<file path="src/rtl/core/brkg_pkg.sv">
// package for the block reverse-in-groups-of-k design
// holds the control state, cell opcode and cell data types shared by all files
// no dependencies
package brkg_pkg;

	localparam int unsigned VAL_W = 16;
	localparam int unsigned GS_W  = 7;

	typedef enum logic [1:0] {
		ST_FILL,
		ST_REV,
		ST_FWD
	} brkg_state_t;

	typedef enum logic [1:0] {
		OP_HOLD,
		OP_UP,
		OP_DOWN
	} cell_op_t;

	typedef struct packed {
		logic             vld;
		logic [VAL_W-1:0] val;
	} cell_data_t;

endpackage

</file>
<file path="src/rtl/core/block_reverse_k_group.sv">
// top level of the reverse-in-groups-of-k stream block
// a chain of brkg_cell instances plus the fill/emit sequencer
// depends on brkg_pkg and brkg_cell
//
// Values are taken one per cycle while filling, into a chain of MAX_GROUP
// cells; the newest value always sits in cell 0. When the fill count reaches
// the group size (group_size 0 acts as 1, values above MAX_GROUP act as
// MAX_GROUP), the group leaves newest first from cell 0, one result per cycle
// while out_ready is high, the chain shifting down. When seq_end arrives with
// a partial group, the chain shifts up until the oldest value reaches the top
// cell, then the group leaves oldest first from there. No request is taken
// while a group is being emitted. run_last marks the last result of a group,
// seq_done the last result of the sequence. group_size must be written only
// while the block is idle; the block itself does not enforce this.
module block_reverse_k_group #(
	parameter int unsigned MAX_GROUP = 64
) (
	input  logic                        clk,
	input  logic                        arst_n,
	input  logic                        cfg_we,
	input  logic [brkg_pkg::GS_W-1:0]   cfg_wdata,
	input  logic                        in_valid,
	output logic                        in_ready,
	input  logic [brkg_pkg::VAL_W-1:0]  value,
	input  logic                        seq_end,
	output logic                        out_valid,
	input  logic                        out_ready,
	output logic [brkg_pkg::VAL_W-1:0]  out_value,
	output logic                        run_last,
	output logic                        seq_done
);
	import brkg_pkg::*;

	localparam int unsigned CW = $clog2(MAX_GROUP + 1);

	brkg_state_t       state_q, state_d;
	logic [CW-1:0]     count_q, count_d;
	logic              last_q, last_d;
	logic [GS_W-1:0]   gs_q;
	logic [CW-1:0]     k_eff;
	logic [CW-1:0]     count_inc;
	logic              in_acc, out_acc;
	cell_op_t          op;
	cell_data_t        cell_q  [MAX_GROUP];
	cell_data_t        lo_in   [MAX_GROUP];
	cell_data_t        hi_in   [MAX_GROUP];

	always_ff @(posedge clk or negedge arst_n) begin
		if (!arst_n) begin
			gs_q <= GS_W'(1);
		end else if (cfg_we) begin
			gs_q <= cfg_wdata;
		end
	end

	// zero acts as one, oversize saturates
	always_comb begin
		if (gs_q == '0) begin
			k_eff = CW'(1);
		end else if (gs_q > GS_W'(MAX_GROUP)) begin
			k_eff = CW'(MAX_GROUP);
		end else begin
			k_eff = gs_q[CW-1:0];
		end
	end

	assign count_inc = count_q + CW'(1);
	assign in_ready  = (state_q == ST_FILL);
	assign in_acc    = in_valid && in_ready;
	assign out_acc   = out_valid && out_ready;

	always_comb begin
		case (state_q)
			ST_REV: begin
				out_valid = cell_q[0].vld;
				out_value = cell_q[0].val;
			end
			ST_FWD: begin
				out_valid = cell_q[MAX_GROUP-1].vld;
				out_value = cell_q[MAX_GROUP-1].val;
			end
			default: begin
				out_valid = 1'b0;
				out_value = cell_q[0].val;
			end
		endcase
	end

	assign run_last = (count_q == CW'(1));
	assign seq_done = run_last && last_q;

	always_ff @(posedge clk or negedge arst_n) begin
		if (!arst_n) begin
			state_q <= ST_FILL;
			count_q <= '0;
			last_q  <= 1'b0;
		end else begin
			state_q <= state_d;
			count_q <= count_d;
			last_q  <= last_d;
		end
	end

	always_comb begin
		state_d = state_q;
		count_d = count_q;
		last_d  = last_q;
		op      = OP_HOLD;
		case (state_q)
			ST_FILL: begin
				if (in_acc) begin
					op      = OP_UP;
					count_d = count_inc;
					last_d  = seq_end;
					if (count_inc >= k_eff) begin
						state_d = ST_REV;
					end else if (seq_end) begin
						state_d = ST_FWD;
					end
				end
			end
			ST_REV: begin
				if (out_acc) begin
					op      = OP_DOWN;
					count_d = count_q - CW'(1);
					if (run_last) begin
						state_d = ST_FILL;
					end
				end
			end
			ST_FWD: begin
				// climb until the oldest value sits in the top cell
				if (!out_valid || out_ready) begin
					op = OP_UP;
				end
				if (out_acc) begin
					count_d = count_q - CW'(1);
					if (run_last) begin
						state_d = ST_FILL;
					end
				end
			end
			default: begin
				state_d = ST_FILL;
			end
		endcase
	end

	for (genvar i = 0; i < MAX_GROUP; i++) begin : g_cell
		if (i == 0) begin : g_lo_edge
			assign lo_in[i] = '{vld: (state_q == ST_FILL), val: value};
		end else begin : g_lo_mid
			assign lo_in[i] = cell_q[i-1];
		end
		if (i == MAX_GROUP - 1) begin : g_hi_edge
			assign hi_in[i] = '{vld: 1'b0, val: cell_q[i].val};
		end else begin : g_hi_mid
			assign hi_in[i] = cell_q[i+1];
		end

		brkg_cell u_cell (
			.clk     (clk),
			.arst_n  (arst_n),
			.op      (op),
			.from_lo (lo_in[i]),
			.from_hi (hi_in[i]),
			.q       (cell_q[i])
		);
	end

	a_valid_has_count: assert property (@(posedge clk) disable iff (!arst_n)
		out_valid |-> (count_q != '0))
		else $error("result shown with empty fill count");

	a_no_out_in_fill: assert property (@(posedge clk) disable iff (!arst_n)
		(state_q == ST_FILL) |-> !out_valid)
		else $error("result shown while filling");

	a_group_end_returns: assert property (@(posedge clk) disable iff (!arst_n)
		(out_acc && run_last) |=> (state_q == ST_FILL) && (count_q == '0))
		else $error("group end did not return to fill");

	// a lowered group size may leave the count at or above it until the next request
	a_fill_bounded: assert property (@(posedge clk) disable iff (!arst_n)
		(state_q == ST_FILL) |-> (count_q < CW'(MAX_GROUP)))
		else $error("fill count reached chain depth while filling");

endmodule

</file>
<file path="src/rtl/core/brkg_cell.sv">
// one storage cell of the bidirectional shift chain
// holds one value and its valid bit, loads from either neighbor
// depends on brkg_pkg
module brkg_cell (
	input  logic                  clk,
	input  logic                  arst_n,
	input  brkg_pkg::cell_op_t    op,
	input  brkg_pkg::cell_data_t  from_lo,
	input  brkg_pkg::cell_data_t  from_hi,
	output brkg_pkg::cell_data_t  q
);
	import brkg_pkg::*;

	logic             vld_q;
	logic [VAL_W-1:0] val_q;

	always_ff @(posedge clk or negedge arst_n) begin
		if (!arst_n) begin
			vld_q <= 1'b0;
		end else begin
			case (op)
				OP_UP:   vld_q <= from_lo.vld;
				OP_DOWN: vld_q <= from_hi.vld;
				default: vld_q <= vld_q;
			endcase
		end
	end

	always_ff @(posedge clk) begin
		case (op)
			OP_UP:   val_q <= from_lo.val;
			OP_DOWN: val_q <= from_hi.val;
			default: val_q <= val_q;
		endcase
	end

	assign q = '{vld: vld_q, val: val_q};

endmodule
</file>
<file path="config.mk">
export PLATFORM = sky130hd
export DESIGN_NAME = block_reverse_k_group
export DESIGN_NICKNAME = d
export VERILOG_FILES = /design/src/rtl/core/brkg_pkg.sv /design/src/rtl/core/block_reverse_k_group.sv /design/src/rtl/core/brkg_cell.sv
export SDC_FILE = /design/constraint.sdc
export NUM_CORES = 2
export LEC_CHECK = 0
export BUFFER_PORTS_ARGS = -buffer_cell sky130_fd_sc_hd__buf_2
export CAP_MARGIN = 20
export CORE_MARGIN = 1.5
export CORE_UTILIZATION = 49
export CTS_CLUSTER_SIZE = 25
export DETAILED_ROUTE_END_ITERATION = 12
export SYNTH_ARGS = -nofsm -noshare
export SYNTH_HDL_FRONTEND = slang
export SYNTH_SLANG_ARGS = --single-unit
export TNS_END_PERCENT = 50
</file>
<file path="constraint.sdc">
create_clock -name clk -period 46.2 [get_ports clk]
set_clock_uncertainty 0.1 [all_clocks]
set_input_delay 4.62 -clock clk [delete_from_list [all_inputs] [get_ports clk]]
set_output_delay 4.62 -clock clk [all_outputs]
set_load 0.01 [all_outputs]
</file>
# Word level (Yosys, flattened, before mapping)
# Index checks and enable logic that the tools add are counted.
# Widths: inputs -> output; s select.
[word_totals] ff_bits=1105 in_bits=29 elab_cells=302
[op_classes] add_sub_neg=2 order_cmp=2 n_eq_ne=9 mux=144 reduce_logical=13
[op_table] operator="$pmux 16 s2" count=63
[op_table] operator="$pmux 1 s2" count=65
[op_table] operator="$mux 7" count=4
[op_table] operator="$mux 16" count=1
[op_table] operator="$pmux 7 s2" count=1
[op_table] operator="$mux 2" count=6
[op_table] operator="$add 7x1->7 const B" count=1
[op_table] operator="$eq 7x1->1 const B" count=1
[op_table] operator="$ge 7x7->1" count=1
[op_table] operator="$gt 7x7->1 const B" count=1
[op_table] operator="$logic_not 7->1" count=1
[op_table] operator="$sub 7x1->7 const B" count=1
[op_table] operator="$ne 2x1->1 const B" count=3
[op_table] operator="$pmux 2 s3" count=1
[op_table] operator="$eq 2x1->1 const B" count=2
[op_table] operator="$eq 2x2->1 const B" count=2
[op_table] operator="$pmux 2 s2" count=1
[op_table] operator="$reduce_and 4->1" count=1
[op_table] operator="$reduce_bool 2->1" count=2
[op_table] operator="$logic_and 1x1->1" count=3
[op_table] operator="$ne 3x1->1 const B" count=1
[op_table] operator="$reduce_and 3->1" count=1
[op_table] operator="$logic_not 2->1" count=1
[op_table] operator="$mux 1" count=2
[op_table] operator="other kinds (4)" count=4

# Depth between registers and ports, before layout
[depth] ltp_word=8 mapped_depth=13 depth_no_buf=10

# By module
# A second synthesis with hierarchy kept.
[unflattened] cells_unflattened=2845 area_unflattened_um2=52465.3
[by_module_without_submodules] mod="brkg_cell" instances=64 cells_per_inst=42 area_per_inst_um2=797.0 seq_area_each_um2=505.5
[by_module_without_submodules] mod="block_reverse_k_group" instances=1 cells_per_inst=157 area_per_inst_um2=1456.4 seq_area_each_um2=426.7

# Worst setup path before layout
# No wires, ideal clock.
[synth_timing] path_type="in2reg" startpoint="input port out_ready" endpoint="register g_cell[0].u_cell.val_q[0], enable pin" arrival_time_ns=24.979 slack_ns=19.781 cell_stages=6 path_buffers=2 cell_sequence="nand2_1 -> or3_1 -> ha_1 -> clkbuf_1 -> clkbuf_1 -> inv_1"
[synth_via] elab_chain_len=5 word_cells_on_any_way=8 cone_classes="eq/ne (2); mux (3); reduce/logical (3)"
[synth_lines] element="from (decl)" line="block_reverse_k_group.sv:27" rtl="input logic out_ready,"
[synth_lines] element="$logic_or 1x1->1 or $logic_and 1x1->1 (tied branches)" line="block_reverse_k_group.sv:133, block_reverse_k_group.sv:70"
[synth_lines] element="$mux 1 or $mux 2 (tied branches)" line="block_reverse_k_group.sv:133, block_reverse_k_group.sv:123"
[synth_lines] element="$pmux 2 s3 *" line="block_reverse_k_group.sv:109" rtl="case (state_q)"
[synth_lines] element="$eq 2x1->1 or $eq 2x2->1 (tied branches)"
[synth_lines] element="$reduce_bool 2->1 (no source line) *"
[synth_lines] element="to (signal assigned)" line="brkg_cell.sv:31" rtl="OP_UP: val_q <= from_lo.val;"
[synth_lines] element="to (signal assigned)" line="brkg_cell.sv:32" rtl="OP_DOWN: val_q <= from_hi.val;"
[synth_lines] element="to (signal assigned)" line="brkg_cell.sv:33" rtl="default: val_q <= val_q;"
[synth_lines] element="to (decl)" line="brkg_cell.sv:15" rtl="logic [VAL_W-1:0] val_q;"
# Mark *: on every way between the ends. The rest lies on a longest branch, timed or not.
# A chain may end at the register's enable or synchronous reset.

# Worst setup path after layout
[layout_timing] startpoint="input port out_ready" endpoint="register g_cell[26].u_cell.val_q[2], data pin"
[layout_via] elab_chain_len=5 word_cells_on_any_way=8 cone_classes="eq/ne (2); mux (4); reduce/logical (2)"
[layout_lines] element="$logic_or 1x1->1 or $logic_and 1x1->1 (tied branches)" line="block_reverse_k_group.sv:133, block_reverse_k_group.sv:70"
[layout_lines] element="$mux 1 or $mux 2 (tied branches)" line="block_reverse_k_group.sv:133, block_reverse_k_group.sv:123"
[layout_lines] element="$pmux 2 s3 *" line="block_reverse_k_group.sv:109"
[layout_lines] element="$eq 2x2->1 or $eq 2x1->1 (tied branches)"
[layout_lines] element="$pmux 16 s2 *" line="brkg_cell.sv:30" rtl="case (op)"
[layout_lines] element="to (signal assigned)" line="brkg_cell.sv:31"
[layout_lines] element="to (signal assigned)" line="brkg_cell.sv:32"
[layout_lines] element="to (signal assigned)" line="brkg_cell.sv:33"
[layout_lines] element="to (decl)" line="brkg_cell.sv:15"
# Marked as above.

==> flow_metrics.env <==
export IMPL_yosys_top_cell_by_area="sky130_fd_sc_hd__edfxtp_1"
export IMPL_dominant_combinational_cell_family_by_area_after_synthesis="multiplexers"
export IMPL_avgSynthCellArea_um2=18.20
export IMPL_sum_neg_setup_slack_ps=0
export IMPL_cts_clk_slew_worst_paths_ps=60
export IMPL_pwr_share_comb_pct=19.2
export IMPL_setup_worst_path_start_class="primary input"
export IMPL_post_dp_hpwl_mm=40.71
export IMPL_finish_instance_area_um2=52480
export IMPL_grt_pass1_vias=22170
export IMPL_area_growth_synth_to_final_pct=11.94
export IMPL_yosysTopAreaCellShare_pct=65.58
export IMPL_number_of_buffers_inserted_by_hold_repair_at_cts=0
export IMPL_clock_root_buffer="sky130_fd_sc_hd__clkbuf_16"
export IMPL_critPathCaptureType="register"
export IMPL_switching_share_pct=26.73
export IMPL_postSynthNetCount=2621
export IMPL_tritoncts="yes"
export IMPL_post_route_cells_drive_above_1_share_pct=47.20
export IMPL_finish_net_count=2676
export IMPL_worst_path_max_fanout=83
export IMPL_initial_cell_density_of_the_core_pct=49.42
export IMPL_core_region_area_um2=94870
export IMPL_period_needed_ps=9683
export IMPL_status="finished clean"
export IMPL_critPathArrivalTime_ps=10010
export IMPL_totalPowerFinal_mw=3.594
export IMPL_fraction_of_registers_with_async_set_reset_pct=7.330
export IMPL_wire_length_of_the_first_global_routing_pass_mm=117.4
export IMPL_critical_path_most_common_cell="sky130_fd_sc_hd__buf_4"
export IMPL_maxCapViolCount=0
export IMPL_placement_row_count=113
export IMPL_dieArea_um2=97550
export IMPL_report_final_setup_viol=0
export IMPL_global_route_usage_total_pct=14.51
export IMPL_postCtsSetupRepairBufs=0
export IMPL_grt_ovfl_total=0
export IMPL_synth_compound_area_share_pct=1.030
export IMPL_postRouteAntennaNets=0
export IMPL_ioPinCount=49
export IMPL_h_tree_levels=3
export IMPL_vias=21393
export IMPL_count_of_routing_violations_after_the_opening_detailed_route_iteration=1701
export IMPL_cts_made_buffers=117
export IMPL_worst_r2r_startpoint="state_q[1]"
export IMPL_internal_power_mw=2.633
export IMPL_power_leakage_nw=16.53
export IMPL_startpoint_to_endpoint_class_of_the_critical_path="primary input to register"
export IMPL_p_switching_uw=960.6
export IMPL_clockPowerShare_pct=26.7
export IMPL_worstPathCellList="buf_2, nand2_1, or3_1, inv_1, ha_4, buf_4, buf_4, buf_4, buf_4, buf_16, mux2_2"
export IMPL_number_of_antenna_violations_at_the_first_check_in_global_routing=6
export IMPL_cts_num_sinks=1105
export IMPL_dpl_cell_count=3772
export IMPL_ys_ff_latch=1105
export IMPL_hold_path_class="register to register"
export IMPL_worst_endpoint_required_ps=46530
export IMPL_worst_skew_pair_late_latency_ps=670
export IMPL_slew_viol_final=0
export IMPL_min_period_over_period_pct=20.96
export IMPL_synth_cell_area_um2=46880
export IMPL_synthDistinctLibCells=39
export IMPL_drc=0
export IMPL_yosys_area_share_simple_pct=1.033
export IMPL_yosysSeqAreaShare_pct=69.91
export IMPL_synth_ff_type="sky130_fd_sc_hd__edfxtp_1"
export IMPL_fmax_mhz=103.3
export IMPL_synth_xor_xnor_area_share_pct=0.2055
export IMPL_post_cts_resized=0
export IMPL_wirelength_mm=70.04
export IMPL_critPathLaunch="out_ready"
export IMPL_critical_path_slowest_cell="sky130_fd_sc_hd__buf_4"
export IMPL_hold_violation_count_in_the_final_report=0
export IMPL_hold_path_startpoint="g_cell[62].u_cell.val_q[14]"
export IMPL_die_height_um=312.3
export IMPL_yosysWarnings=0
export IMPL_worst_slew_margin_rel_pct=21.10
export IMPL_max_rail_drop_vdd_mv=0.06478
export IMPL_power_share_sequential_pct=54.1
export IMPL_clk_path_buf_depth=3
export IMPL_crit_path_max_incr_delay_ps=920
export IMPL_synth_adder_area_share_pct=0.4270
export IMPL_drt_vias_per_instance=5.355
export IMPL_post_synth_inst_count=2576
export IMPL_max_slew_worst_pin_slew_ps=1183
export IMPL_fp_dieW_um=312.3
export IMPL_placement_io_buffers=48
export IMPL_final_cells=3995
export IMPL_synth_edff_count=1024
export IMPL_dr_pass1_iters=4
export IMPL_route_detailed_wl_per_inst_um=17.53
export IMPL_synth_area_mux_share_pct=26.11
export IMPL_post_dp_cell_area_um2=48380
export IMPL_setup_repair_after_global_routing_missed_its_margin="false"
export IMPL_largest_net_degree_at_the_start_of_global_routing=202
export IMPL_final_fill_count=7337
export IMPL_gp_congestion=0.7355
export IMPL_synth_top_area_cells="sky130_fd_sc_hd__edfxtp_1 (66%), sky130_fd_sc_hd__mux2_2 (25%), sky130_fd_sc_hd__dfrtp_1 (4.3%)"
export IMPL_hold_slack_ps=351.2
export IMPL_p_per_area_nw_per_um2=68.48
## cells in the mapped netlist (all sizes together), types with 2 or more instances
cell type,instances
mux2,1031
edfxtp,1024
clkbuf,107
nand2,85
dfrtp,80
o21ai,72
mux2i,63
buf,32
ha,16
inv,10
nor2,8
xnor2,7
a21oi,5
nand3,4
nor3,4
xor2,4
a21o,3
nor2b,3
nor4,2
## per-stage QoR
stage	setup WS, ps	utilization [%]
after floorplan	19780	-
after global placement	35810	51.00
after detailed placement	35660	51.00
after CTS	36370	55.17
after global routing	36170	55.32
final	36520	55.32
## placed cells by master, fill, tap and decap left out, types with 2 or more instances in the layout
| cell | count |
|---|---|
| sky130_fd_sc_hd__mux2_2 | 1031 |
| sky130_fd_sc_hd__edfxtp_1 | 1024 |
| sky130_fd_sc_hd__clkbuf_16 | 120 |
| sky130_fd_sc_hd__nand2_1 | 85 |
| sky130_fd_sc_hd__dfrtp_1 | 80 |
| sky130_fd_sc_hd__o21ai_0 | 72 |
| sky130_fd_sc_hd__mux2i_1 | 63 |
| sky130_fd_sc_hd__buf_2 | 47 |
| sky130_fd_sc_hd__clkinv_1 | 25 |
| sky130_fd_sc_hd__clkinv_2 | 20 |
| sky130_fd_sc_hd__clkbuf_1 | 20 |
| sky130_fd_sc_hd__buf_4 | 20 |
| sky130_fd_sc_hd__bufinv_16 | 18 |
| sky130_fd_sc_hd__ha_1 | 14 |
| sky130_fd_sc_hd__inv_1 | 9 |
| sky130_fd_sc_hd__nor2_1 | 8 |
| sky130_fd_sc_hd__xnor2_1 | 7 |
| sky130_fd_sc_hd__a21oi_1 | 5 |
| sky130_fd_sc_hd__clkbuf_8 | 5 |
| sky130_fd_sc_hd__buf_16 | 5 |
| sky130_fd_sc_hd__nand3_1 | 4 |
| sky130_fd_sc_hd__xor2_1 | 4 |
| sky130_fd_sc_hd__nor3_1 | 4 |
| sky130_fd_sc_hd__clkinvlp_4 | 4 |
| sky130_fd_sc_hd__nor2b_1 | 3 |
| sky130_fd_sc_hd__inv_6 | 3 |
| sky130_fd_sc_hd__buf_12 | 3 |
| sky130_fd_sc_hd__a21o_1 | 2 |
| sky130_fd_sc_hd__ha_4 | 2 |
## sequential cells by signal (all words and copies together) (netlist names)
signal / cells
state_q: 2
last_q: 1
g_cell.u_cell.vld_q: 64
count_q: 7
g_cell.u_cell.val_q: 1024
gs_q: 7
## worst paths after layout
check,cells past startpoint,slack [ps],end
worst max-delay path,11,36520,g_cell[26].u_cell.val_q[2]
worst min-delay path,0,350,g_cell[63].u_cell.val_q[14]
worst max register to register,12,39470,g_cell[26].u_cell.val_q[2]
worst min register to register,0,350,g_cell[63].u_cell.val_q[14]
max in group asynchronous,2,41690,g_cell[62].u_cell.vld_q
min in group asynchronous,1,3700,state_q[0]
## critical path: cells and delay by family
kind                       cells  cell delay (ps)
adders and majority gates      1              640
and+or+nand+nor                2              440
buffers and inverters          7             3760
muxes                          1              380
## cell families after synthesis
family                   count (synthesis)
flip-flops                            1105
AND/OR/NAND/NOR                        113
buffers and inverters                  149
AO/OA/AOI/OAI                           88
multiplexers                          1094
adder cells (fa/ha/maj)                 16
XOR/XNOR                                11
## cell type report
cell class	count	area, µm²	area share (%)
antenna	1	2.502	0.004768
clock buffer	145	3147	5.996
clock inverter	72	815.8	1.554
inverter	10	45.04	0.08582
multi-input combinational	1322	13530	25.78
sequential	1105	32780	62.45
tap	1265	1583	3.016
timing repair buffer	75	583.1	1.111
## power by group through the flow
stage / logic (mW) / clock network, mW / registers [mW]
after global placement: 0.652 / 0 / 1.95
after CTS: 0.703 / 0.989 / 1.95
after floorplan: 0.540 / 0 / 2.34
after detailed placement: 0.703 / 0 / 1.97
after global routing: 0.769 / 1.03 / 2.01
final: 0.689 / 0.959 / 1.95
## routing by layer
metal	GRT usage (%)	part of all wire (%)
met5	0	0
met4	4.303	2.3
met3	2.807	4.1
met2	21.99	46
met1	21.33	48
Note: power is estimated with default switching activity, not from simulation.
